--- src/asps_pkg.sv ---
// ---------------------------------------------------------------------------
// asps_pkg: shared types and constants for the aliquot sum core
// Widths of the number and the sum, the sequencer states and the
// result bundle of the iterative divider.
// ---------------------------------------------------------------------------
package asps_pkg;

  localparam int NUM_BITS = 32;
  localparam int SUM_BITS = 36;
  // Accumulator is wide enough to hold the exact sum before saturation.
  localparam int ACC_BITS = (NUM_BITS + 8 > SUM_BITS) ? NUM_BITS + 8 : SUM_BITS + 1;
  localparam int CNT_BITS = $clog2(NUM_BITS + 1);

  typedef enum logic [2:0] {
    S_IDLE,
    S_START,
    S_WAIT,
    S_CHECK,
    S_ADDCO,
    S_FINISH
  } state_t;

  typedef struct packed {
    logic                done;
    logic [NUM_BITS-1:0] quo;
    logic [NUM_BITS-1:0] rem;
  } div_res_t;

endpackage

--- src/asps_div.sv ---
// ---------------------------------------------------------------------------
// asps_div: restoring divider, one quotient bit per cycle
// Loads dividend and divisor on start, runs NUM_BITS steps and pulses done
// with the quotient and remainder, which then hold until the next start.
// ---------------------------------------------------------------------------
module asps_div (
  input  logic                          clk,
  input  logic                          rst_n,
  input  logic                          start,
  input  logic [asps_pkg::NUM_BITS-1:0] dividend,
  input  logic [asps_pkg::NUM_BITS-1:0] divisor,
  output asps_pkg::div_res_t            res
);

  logic [asps_pkg::NUM_BITS-1:0] rem_r;
  logic [asps_pkg::NUM_BITS-1:0] quo_r;
  logic [asps_pkg::NUM_BITS-1:0] den_r;
  logic [asps_pkg::CNT_BITS-1:0] cnt_r;
  logic                          done_r;

  logic [asps_pkg::NUM_BITS:0]   rem_shift;
  logic [asps_pkg::NUM_BITS:0]   diff;

  assign rem_shift = {rem_r, quo_r[asps_pkg::NUM_BITS-1]};
  assign diff      = rem_shift - {1'b0, den_r};

  always_ff @(posedge clk) begin
    if (!rst_n) begin
      cnt_r  <= '0;
      done_r <= 1'b0;
    end else begin
      done_r <= (cnt_r == asps_pkg::CNT_BITS'(1));
      if (start) begin
        rem_r <= '0;
        quo_r <= dividend;
        den_r <= divisor;
        cnt_r <= asps_pkg::CNT_BITS'(asps_pkg::NUM_BITS);
      end else if (cnt_r != '0) begin
        // A borrow out of the top bit means the trial subtraction failed.
        if (!diff[asps_pkg::NUM_BITS]) begin
          rem_r <= diff[asps_pkg::NUM_BITS-1:0];
          quo_r <= {quo_r[asps_pkg::NUM_BITS-2:0], 1'b1};
        end else begin
          rem_r <= rem_shift[asps_pkg::NUM_BITS-1:0];
          quo_r <= {quo_r[asps_pkg::NUM_BITS-2:0], 1'b0};
        end
        cnt_r <= cnt_r - asps_pkg::CNT_BITS'(1);
      end
    end
  end

  assign res.done = done_r;
  assign res.quo  = quo_r;
  assign res.rem  = rem_r;

endmodule

--- src/aliquot_sum_perfect_test_core.sv ---
// ---------------------------------------------------------------------------
// aliquot_sum_perfect_test_core: proper divisor sum and perfect test
// Trial divides the number by each candidate from 2 while the candidate
// does not exceed the quotient, adding each divisor and its cofactor.
//
//   channel | ports                               | direction
//   --------+-------------------------------------+----------
//   input   | in_valid, in_ready, in_number       | in
//   result  | out_valid, out_ready,               | out
//           | out_divisor_sum, out_is_perfect     |
//
// Each candidate takes a run through the shared bit-serial divider and a check,
// plus a step to add the cofactor when it divides the number with a cofactor
// that differs from it, so an item's run time grows with the square root of
// the number.
// Reset clears the sequencer, the divider count and the output valid.
// A held result stalls only the final write; the search itself runs on.
// ---------------------------------------------------------------------------
module aliquot_sum_perfect_test_core (
  input  logic                          clk,
  input  logic                          rst_n,
  input  logic                          in_valid,
  output logic                          in_ready,
  input  logic [asps_pkg::NUM_BITS-1:0] in_number,
  output logic                          out_valid,
  input  logic                          out_ready,
  output logic [asps_pkg::SUM_BITS-1:0] out_divisor_sum,
  output logic                          out_is_perfect
);

  asps_pkg::state_t state_r, state_nxt;

  logic [asps_pkg::NUM_BITS-1:0] num_r;
  logic [asps_pkg::NUM_BITS-1:0] cand_r;
  logic [asps_pkg::ACC_BITS-1:0] acc_r;
  logic                          small_r;
  logic                          out_valid_r;
  logic [asps_pkg::SUM_BITS-1:0] sum_out_r;
  logic                          perf_out_r;

  asps_pkg::div_res_t            div_res;
  logic                          div_start;
  logic                          accepted;
  logic                          cand_over;
  logic                          divides;
  logic                          co_differs;
  logic                          add_en;
  logic                          load_out;
  logic [asps_pkg::NUM_BITS-1:0] addend;
  logic [asps_pkg::ACC_BITS-1:0] acc_sum;
  logic                          saturate;

  asps_div u_div (
    .clk      (clk),
    .rst_n    (rst_n),
    .start    (div_start),
    .dividend (num_r),
    .divisor  (cand_r),
    .res      (div_res)
  );

  assign accepted   = in_valid && in_ready;
  assign cand_over  = cand_r > div_res.quo;
  assign divides    = (div_res.rem == '0);
  assign co_differs = (div_res.quo != cand_r);

  // Single shared adder: the candidate in the check state, the cofactor after.
  assign addend  = (state_r == asps_pkg::S_ADDCO) ? div_res.quo : cand_r;
  assign acc_sum = acc_r + asps_pkg::ACC_BITS'(addend);

  // Next state.
  always_comb begin
    state_nxt = state_r;
    case (state_r)
      asps_pkg::S_IDLE: begin
        if (accepted) begin
          state_nxt = (in_number < asps_pkg::NUM_BITS'(2)) ? asps_pkg::S_FINISH
                                                           : asps_pkg::S_START;
        end
      end
      asps_pkg::S_START: state_nxt = asps_pkg::S_WAIT;
      asps_pkg::S_WAIT: begin
        if (div_res.done) state_nxt = asps_pkg::S_CHECK;
      end
      asps_pkg::S_CHECK: begin
        if (cand_over) state_nxt = asps_pkg::S_FINISH;
        else if (divides && co_differs) state_nxt = asps_pkg::S_ADDCO;
        else state_nxt = asps_pkg::S_START;
      end
      asps_pkg::S_ADDCO: state_nxt = asps_pkg::S_START;
      asps_pkg::S_FINISH: begin
        if (!out_valid_r || out_ready) state_nxt = asps_pkg::S_IDLE;
      end
      default: state_nxt = asps_pkg::S_IDLE;
    endcase
  end

  // Control outputs.
  always_comb begin
    in_ready  = 1'b0;
    div_start = 1'b0;
    add_en    = 1'b0;
    load_out  = 1'b0;
    case (state_r)
      asps_pkg::S_IDLE:   in_ready  = 1'b1;
      asps_pkg::S_START:  div_start = 1'b1;
      asps_pkg::S_CHECK:  add_en    = !cand_over && divides;
      asps_pkg::S_ADDCO:  add_en    = 1'b1;
      asps_pkg::S_FINISH: load_out  = !out_valid_r || out_ready;
      default: begin
        in_ready = 1'b0;
      end
    endcase
  end

  assign saturate = |acc_r[asps_pkg::ACC_BITS-1:asps_pkg::SUM_BITS];

  always_ff @(posedge clk) begin
    if (!rst_n) begin
      state_r     <= asps_pkg::S_IDLE;
      out_valid_r <= 1'b0;
    end else begin
      state_r <= state_nxt;
      if (load_out) out_valid_r <= 1'b1;
      else if (out_ready) out_valid_r <= 1'b0;
    end
  end

  always_ff @(posedge clk) begin
    if (accepted) begin
      num_r   <= in_number;
      cand_r  <= asps_pkg::NUM_BITS'(2);
      acc_r   <= asps_pkg::ACC_BITS'(1);
      small_r <= in_number < asps_pkg::NUM_BITS'(2);
    end else begin
      if (add_en) acc_r <= acc_sum;
      // The candidate moves on after its check, or after the cofactor step when it divides with a differing cofactor.
      if ((state_r == asps_pkg::S_CHECK && !cand_over && !(divides && co_differs))
          || state_r == asps_pkg::S_ADDCO) begin
        cand_r <= cand_r + asps_pkg::NUM_BITS'(1);
      end
    end
    if (load_out) begin
      if (small_r) begin
        sum_out_r  <= '0;
        perf_out_r <= 1'b0;
      end else begin
        sum_out_r  <= saturate ? {asps_pkg::SUM_BITS{1'b1}}
                               : acc_r[asps_pkg::SUM_BITS-1:0];
        perf_out_r <= (acc_r == asps_pkg::ACC_BITS'(num_r));
      end
    end
  end

  assign out_valid       = out_valid_r;
  assign out_divisor_sum = sum_out_r;
  assign out_is_perfect  = perf_out_r;

  // The divider only completes while the sequencer waits for it.
  a_div_done_in_wait: assert property (@(posedge clk) disable iff (!rst_n)
    div_res.done |-> state_r == asps_pkg::S_WAIT)
    else $error("divider finished outside the wait state");

  // Every candidate tried is at least two.
  a_cand_min: assert property (@(posedge clk) disable iff (!rst_n)
    state_r == asps_pkg::S_CHECK |-> cand_r >= asps_pkg::NUM_BITS'(2))
    else $error("candidate below two");

  // An accepted item always leaves the idle state.
  a_accept_leaves_idle: assert property (@(posedge clk) disable iff (!rst_n)
    accepted |=> state_r == asps_pkg::S_START || state_r == asps_pkg::S_FINISH)
    else $error("item accepted without starting work");

  // A perfect number has a nonzero sum.
  a_perfect_sum: assert property (@(posedge clk) disable iff (!rst_n)
    out_valid && out_is_perfect |-> out_divisor_sum != '0)
    else $error("perfect flag with zero sum");

endmodule

--- config.mk ---
export PLATFORM = sky130hd
export DESIGN_NAME = aliquot_sum_perfect_test_core
export DESIGN_NICKNAME = d
export VERILOG_FILES = /design/src/asps_pkg.sv /design/src/asps_div.sv /design/src/aliquot_sum_perfect_test_core.sv
export SDC_FILE = /design/constraint.sdc
export NUM_CORES = 1
export LEC_CHECK = 0
export BUFFER_PORTS_ARGS = -buffer_cell sky130_fd_sc_hd__buf_4
export CAP_MARGIN = 20
export CELL_PAD_IN_SITES_DETAIL_PLACEMENT = 0
export CELL_PAD_IN_SITES_GLOBAL_PLACEMENT = 1
export CORE_AREA = 2 2 229 231
export DETAILED_ROUTE_END_ITERATION = 6
export DIE_AREA = 0 0 231 233
export PLACE_DENSITY_LB_ADDON = 0.25
export SLEW_MARGIN = 10
export SYNTH_ARGS = -nofsm -noshare
export SYNTH_HDL_FRONTEND = slang
export SYNTH_SLANG_ARGS = --single-unit
export TNS_END_PERCENT = 20
--- constraint.sdc ---
create_clock -name clk -period 3.85 [get_ports clk]
set_input_delay 0.5775 -clock clk [delete_from_list [all_inputs] [get_ports clk]]
set_output_delay 0.5775 -clock clk [all_outputs]
set_load 0.1 [all_outputs]
## Word level (Yosys, flattened, before mapping)

Index checks and enable logic that the tools add are counted.
Widths: inputs -> output; s select.

| storage, ports and cells | value |
|---|---|
| bits in registers | 249 |
| word-level logic and storage cells | 74 |

| operators by class | value |
|---|---|
| add/sub/neg operators | 4 |
| magnitude comparators | 2 |
| equality and inequality tests | 11 |
| muxes and demuxes | 22 |
| bitwise logic cells | 1 |
| reductions and logical operators | 20 |

Operators by type and width:

| cell | number |
|---|---|
| $mux 32 | 5 |
| $add 40x32->40 | 1 |
| $eq 40x32->1 | 1 |
| $mux 36 | 1 |
| $sub 33x32->33 | 1 |
| $add 32x1->32 const B | 1 |
| $gt 32x32->1 | 1 |
| $logic_not 32->1 | 1 |
| $lt 32x2->1 const B | 1 |
| $ne 32x32->1 | 1 |
| $mux 3 | 6 |
| $pmux 3 s6 | 1 |
| $mux 6 | 2 |
| $eq 3x2->1 const B | 2 |
| $eq 3x3->1 const B | 2 |
| $eq 6x1->1 const B | 1 |
| $mux 1 | 6 |
| $reduce_bool 6->1 | 1 |
| $sub 6x1->6 const B | 1 |
| $logic_and 1x1->1 | 5 |
| $ne 2x2->1 const B | 2 |
| $reduce_and 2->1 | 2 |
| $reduce_bool 2->1 | 2 |
| $reduce_or 4->1 | 1 |
| other kinds (9) | 12 |

## Depth between registers and ports, before layout

| depth | value |
|---|---|
| depth after elaboration | 5 |
| gate-level depth with buffers | 17 |
| gate-level depth less buffers | 15 |

## Hierarchy

Synthesis repeated with hierarchy kept, for this count alone.

| unflattened totals | value |
|---|---|
| cell total of the unflattened synthesis | 1,550 |
| area total of the unflattened synthesis | 15,056.9 um^2 |

By module, submodules not included:

| module | instances | cells an instance | area each (um^2) |
|---|---|---|---|
| aliquot_sum_perfect_test_core | 1 | 1,003 | 9,143.8 |
| asps_div | 1 | 547 | 5,913.2 |

## Worst setup path before layout

Ideal clock, no wire load.

| timing path | value |
|---|---|
| kind | register -> register |
| start point | register state_r[2] |
| end point | register num_r[0] (netlist bit), enable pin |
| setup time | 0.410 ns |
| arrival time | 4.729 ns |
| data required time | 3.440 ns |
| setup slack | -1.289 ns |
| cell stages (with the launch flop) | 7 |
| period minus slack after synthesis | 5.139 ns |
| path through | dfxtp_1 clkbuf_1 nor3_1 nand2_1 inv_1 clkbuf_1 clkbuf_1 |

| on the way | value |
|---|---|
| longest elaborated chain between the ends | 3 |

RTL lines:

| item | RTL line | source |
|---|---|---|
| start: declaration | aliquot_sum_perfect_test_core.sv:31 | `asps_pkg::state_t state_r, state_nxt;` |
| start signal: assignment | aliquot_sum_perfect_test_core.sv:120 | `state_r <= asps_pkg::S_IDLE;` |
| start signal: assignment | aliquot_sum_perfect_test_core.sv:123 | `state_r <= state_nxt;` |
| $logic_not 3->1 | aliquot_sum_perfect_test_core.sv:104 | `case (state_r)` |
| $mux 1 | aliquot_sum_perfect_test_core.sv:104 |  |
| net in_ready | aliquot_sum_perfect_test_core.sv:23 | `output logic in_ready,` |
| $logic_and 1x1->1 | aliquot_sum_perfect_test_core.sv:62 | `assign accepted = in_valid && in_ready;` |
| net accepted | aliquot_sum_perfect_test_core.sv:43 | `logic accepted;` |
| end signal: assignment | aliquot_sum_perfect_test_core.sv:131 | `num_r <= in_number;` |
| end: declaration | aliquot_sum_perfect_test_core.sv:33 | `logic [asps_pkg::NUM_BITS-1:0] num_r;` |

The timed path passes the listed nets, and every way through them passes these cells.
A chain may end at the register's enable or synchronous reset.

## Worst setup path after layout

| timing path | value |
|---|---|
| start point | register state_r[1] |
| end point | register acc_r[37] (netlist bit) |

| on the way | value |
|---|---|
| longest elaborated chain between the ends | 3 |
| elaborated cells between the ends (all ways) | 8 |
| classes of those cells | add/sub (1); eq/ne (2); mux (3); reduce/logical (2) |

RTL lines:

| item | RTL line | source |
|---|---|---|
| $eq 3x3->1 / $logic_not 3->1 (equally long branches) | aliquot_sum_perfect_test_core.sv:68, aliquot_sum_perfect_test_core.sv:104 |  |
| $mux 32 / $mux 1 (equally long branches) | aliquot_sum_perfect_test_core.sv:68, aliquot_sum_perfect_test_core.sv:104 |  |
| $add 40x32->40 / $logic_and 1x1->1 (equally long branches) | aliquot_sum_perfect_test_core.sv:69, aliquot_sum_perfect_test_core.sv:62 |  |
| end signal: assignment | aliquot_sum_perfect_test_core.sv:133 | `acc_r <= asps_pkg::ACC_BITS'(1);` |
| end signal: assignment | aliquot_sum_perfect_test_core.sv:136 | `if (add_en) acc_r <= acc_sum;` |
| end: declaration | aliquot_sum_perfect_test_core.sv:35 | `logic [asps_pkg::ACC_BITS-1:0] acc_r;` |

Parallel ways exist; a longest one is shown, timed or not.

==> reports/results.txt <==
Initial Util: 28.8%
FF/Latch Area: 0.00665 mm2
Seq/Total Area, Yosys: 45.2%
post-layout min period: 3.62 ns
number of global-route vias before repair: 11400
Max stage delay on crit path: 0.41 ns
WP data required: 4.30 ns
PD cells: 578 mW/mm2
worst-case clock buffer depth: 3
CP max FO: 7
worst hold path class: in -> reg
Yosys top cell area share: 33.9%
Post-synth top cells: 198 x nor2_1, 166 x edfxtp_1, 131 x nand2_1, 99 x ha_1, 93 x inv_1
Post-route DRC: 0
synth top area cells: edfxtp_1 34%, dfxtp_1 11%, ha_1 8.4%, nor2_1 5.1%, xor2_1 3.7%
CTS buffer count: 29
Synth Area per Inst: 9.63 um2
largest net degree at the start of global routing: 93
post-synth net total: 1663
synthesized area: 0.0147 mm2
period utilization: 94.1%
CTS tree: yes
VDD IR max: 0.355 mV
worst r2r path cells: 14
count leader, synth: nor2_1
final WL: 41.8 mm
Max Slew Vio Count: 0
GRT Total Usage: 15.5%
Total Nets Final: 1773
Avg WL per Cell: 17.9 um
CP Capture Type: register
status: finished, final reports clean
max_slew headroom: 33.8%
1st-pass router iterations: 5
prevailing post-synth register cell: edfxtp_1
die width: 231 um
max cap viols: 0
CP Cell Sequence: nor3b_2, buf_4, buf_4, mux2_2, ha_1, o21ai_0, o211ai_1, a41oi_1, o211ai_1, nand4_1, a31oi_2, and3_1, nand3_1, mux2i_1
multi-input logic area: 0.00758 mm2
Hold Fails Final Rpt: 0
Yosys cell types: 62
GP Congestion: 0.899
area grow syn2layout: 18.8%
antenna diode instance count: 0
Root Driver: clkbuf_16
Crit-path slowest cell: o211ai_1
CP Launch Type: register
number of fill cells: 5277
First DRT Iteration DRCs: 454
layout cells sized above 1: 14.3%
Post-synth EDFFs: 166
# setup viols final: 0
Non-Filler Instances: 2339
Vias/cell: 4.81
htree depth: 1
Worst-path clk slew: 0.06 ns
Congestion Overflow GR: 0
yosys warns: 0
Post-Route Setup TNS: 0 ns
core footprint: 0.0511 mm2
crit path DAT: 4.08 ns
die height: 233 um
post-synthesis async set-or-reset flop share: 0%
Synth Instances: 1526
clk sinks: 249
full die area: 0.0538 mm2
worst slew pin tran: 0.993 ns
routed via count: 11300
Hold Worst Slack: 0.173 ns
I/O pin count: 75
RSZ-0062 raised after global routing: true
Clock Latency Late Sink: 0.59 ns
cell count of the worst hold path: 1
post-DP HPWL: 31.7 mm
Lkg Pwr: 0.00718 uW
first-pass GRT wire length: 65.9 mm
register bit count reported by yosys: 249
Setup Skew: 0.0226 ns
Port Buf Inserts: 74
Cell Rows: 83
Placed Cells: 2284
class of the most critical setup path: reg -> reg
max frequency: 276 MHz
final antenna-violating net count: 0
initial antenna violation count: 0
largest area contributor in the netlist: edfxtp_1
[metrics by stage]
| step | power [uW] | util, % | setup slack (ns) | instance area [um2] |
|---|---|---|---|---|
| after CTS | 10200 | 34.0 | 0.0292 | 17400 |
| after detailed placement | 7320 | 32.1 | 0.0830 | 16400 |
| after global routing | 10800 | 34.2 | -0.0144 | 17500 |
| after floorplan | 6350 | - | -0.272 | 14700 |
| final | 10100 | 34.2 | 0.227 | 17500 |
| after global placement | 7270 | 32.1 | 0.0764 | 16400 |
[layer usage]
| layer | track usage, % | share of wire, % | vias to the layer above |
|---|---|---|---|
| met4 | 4.68 | 2.5 | 0 |
| met3 | 1.62 | 2.5 | 46 |
| li1 | - | - | 5744 |
| met2 | 26.0 | 46 | 140 |
| met1 | 21.1 | 49 | 5322 |
| met5 | 0 | 0 | - |
[path summary, 6_finish.rpt]
check	from	endpoint	slack [ns]
worst min register to register	acc_r[39]	acc_r[39]	0.48
worst max register to register	state_r[1]	acc_r[37]	0.23
worst min-delay path	in_number[0]	num_r[0]	0.17
worst max-delay path	state_r[1]	acc_r[37]	0.23
[power breakdown]
group	switching [uW]	internal [uW]	leakage (uW)
clock network	1170	1690	0.000485
logic	1980	1440	0.00445
registers	324	3500	0.00224
total	3470	6620	0.00718
[logic make-up after synthesis]
group / after synthesis / synth area share, %
simple gates: 537 / 17.3
buf+inv: 147 / 3.87
flops: 249 / 45.2
mux: 80 / 5.67
compound gates: 308 / 13.1
xor+xnor: 104 / 6.20
fa+ha+maj: 101 / 8.70
[cell type report]
type                            instances  area share, %
Clock buffer                           39           4.66
Clock inverter                         15          0.967
Inverter                               93           2.01
Multi-Input combinational cell       1130           43.4
Sequential cell                       249           38.0
Tap cell                              680           4.87
Timing Repair Buffer                  133           6.07
[critical path: cells and delay by family, from the launching register on]
family	cells	cell delay (ns)
AOI/OAI and AO/OA	5	1.28
muxes	2	0.48
and+or+nand+nor	4	0.72
adders and majority gates	1	0.35
buffers and inverters	2	0.33
DFF	1	0.32
[cell usage in the layout (no fill, tap or decap), drive strengths merged, types with 27 or more instances in the layout]
cell type,instances
a21oi,82
nor4,27
buf,133
dfxtp,83
mux2i,54
clkbuf,39
o21ai,90
a21o,31
nand2,132
nand4,33
edfxtp,166
xor2,62
nor2,198
ha,99
inv,93
xnor2,42
[flip-flops by register name (all words and copies together) (netlist names)]
| name | cells |
|---|---|
| out_valid | 1 |
| out_divisor_sum | 36 |
| u_div.quo_r | 32 |
| u_div.den_r | 32 |
| num_r | 32 |
| acc_r | 40 |
| u_div.cnt_r | 6 |
| small_r | 1 |
| u_div.done_r | 1 |
| u_div.rem_r | 32 |
| state_r | 3 |
| cand_r | 32 |
| out_is_perfect | 1 |
[repair_timing]
| item | CTS | global route |
|---|---|---|
| buffers inserted | 0 | 1 |
| endpoints found under the setup margin | 0 | 23 |
| resized for setup | 0 | 12 |
| hold buffers | 0 | 0 |
Power figures use the tool's default switching activity.
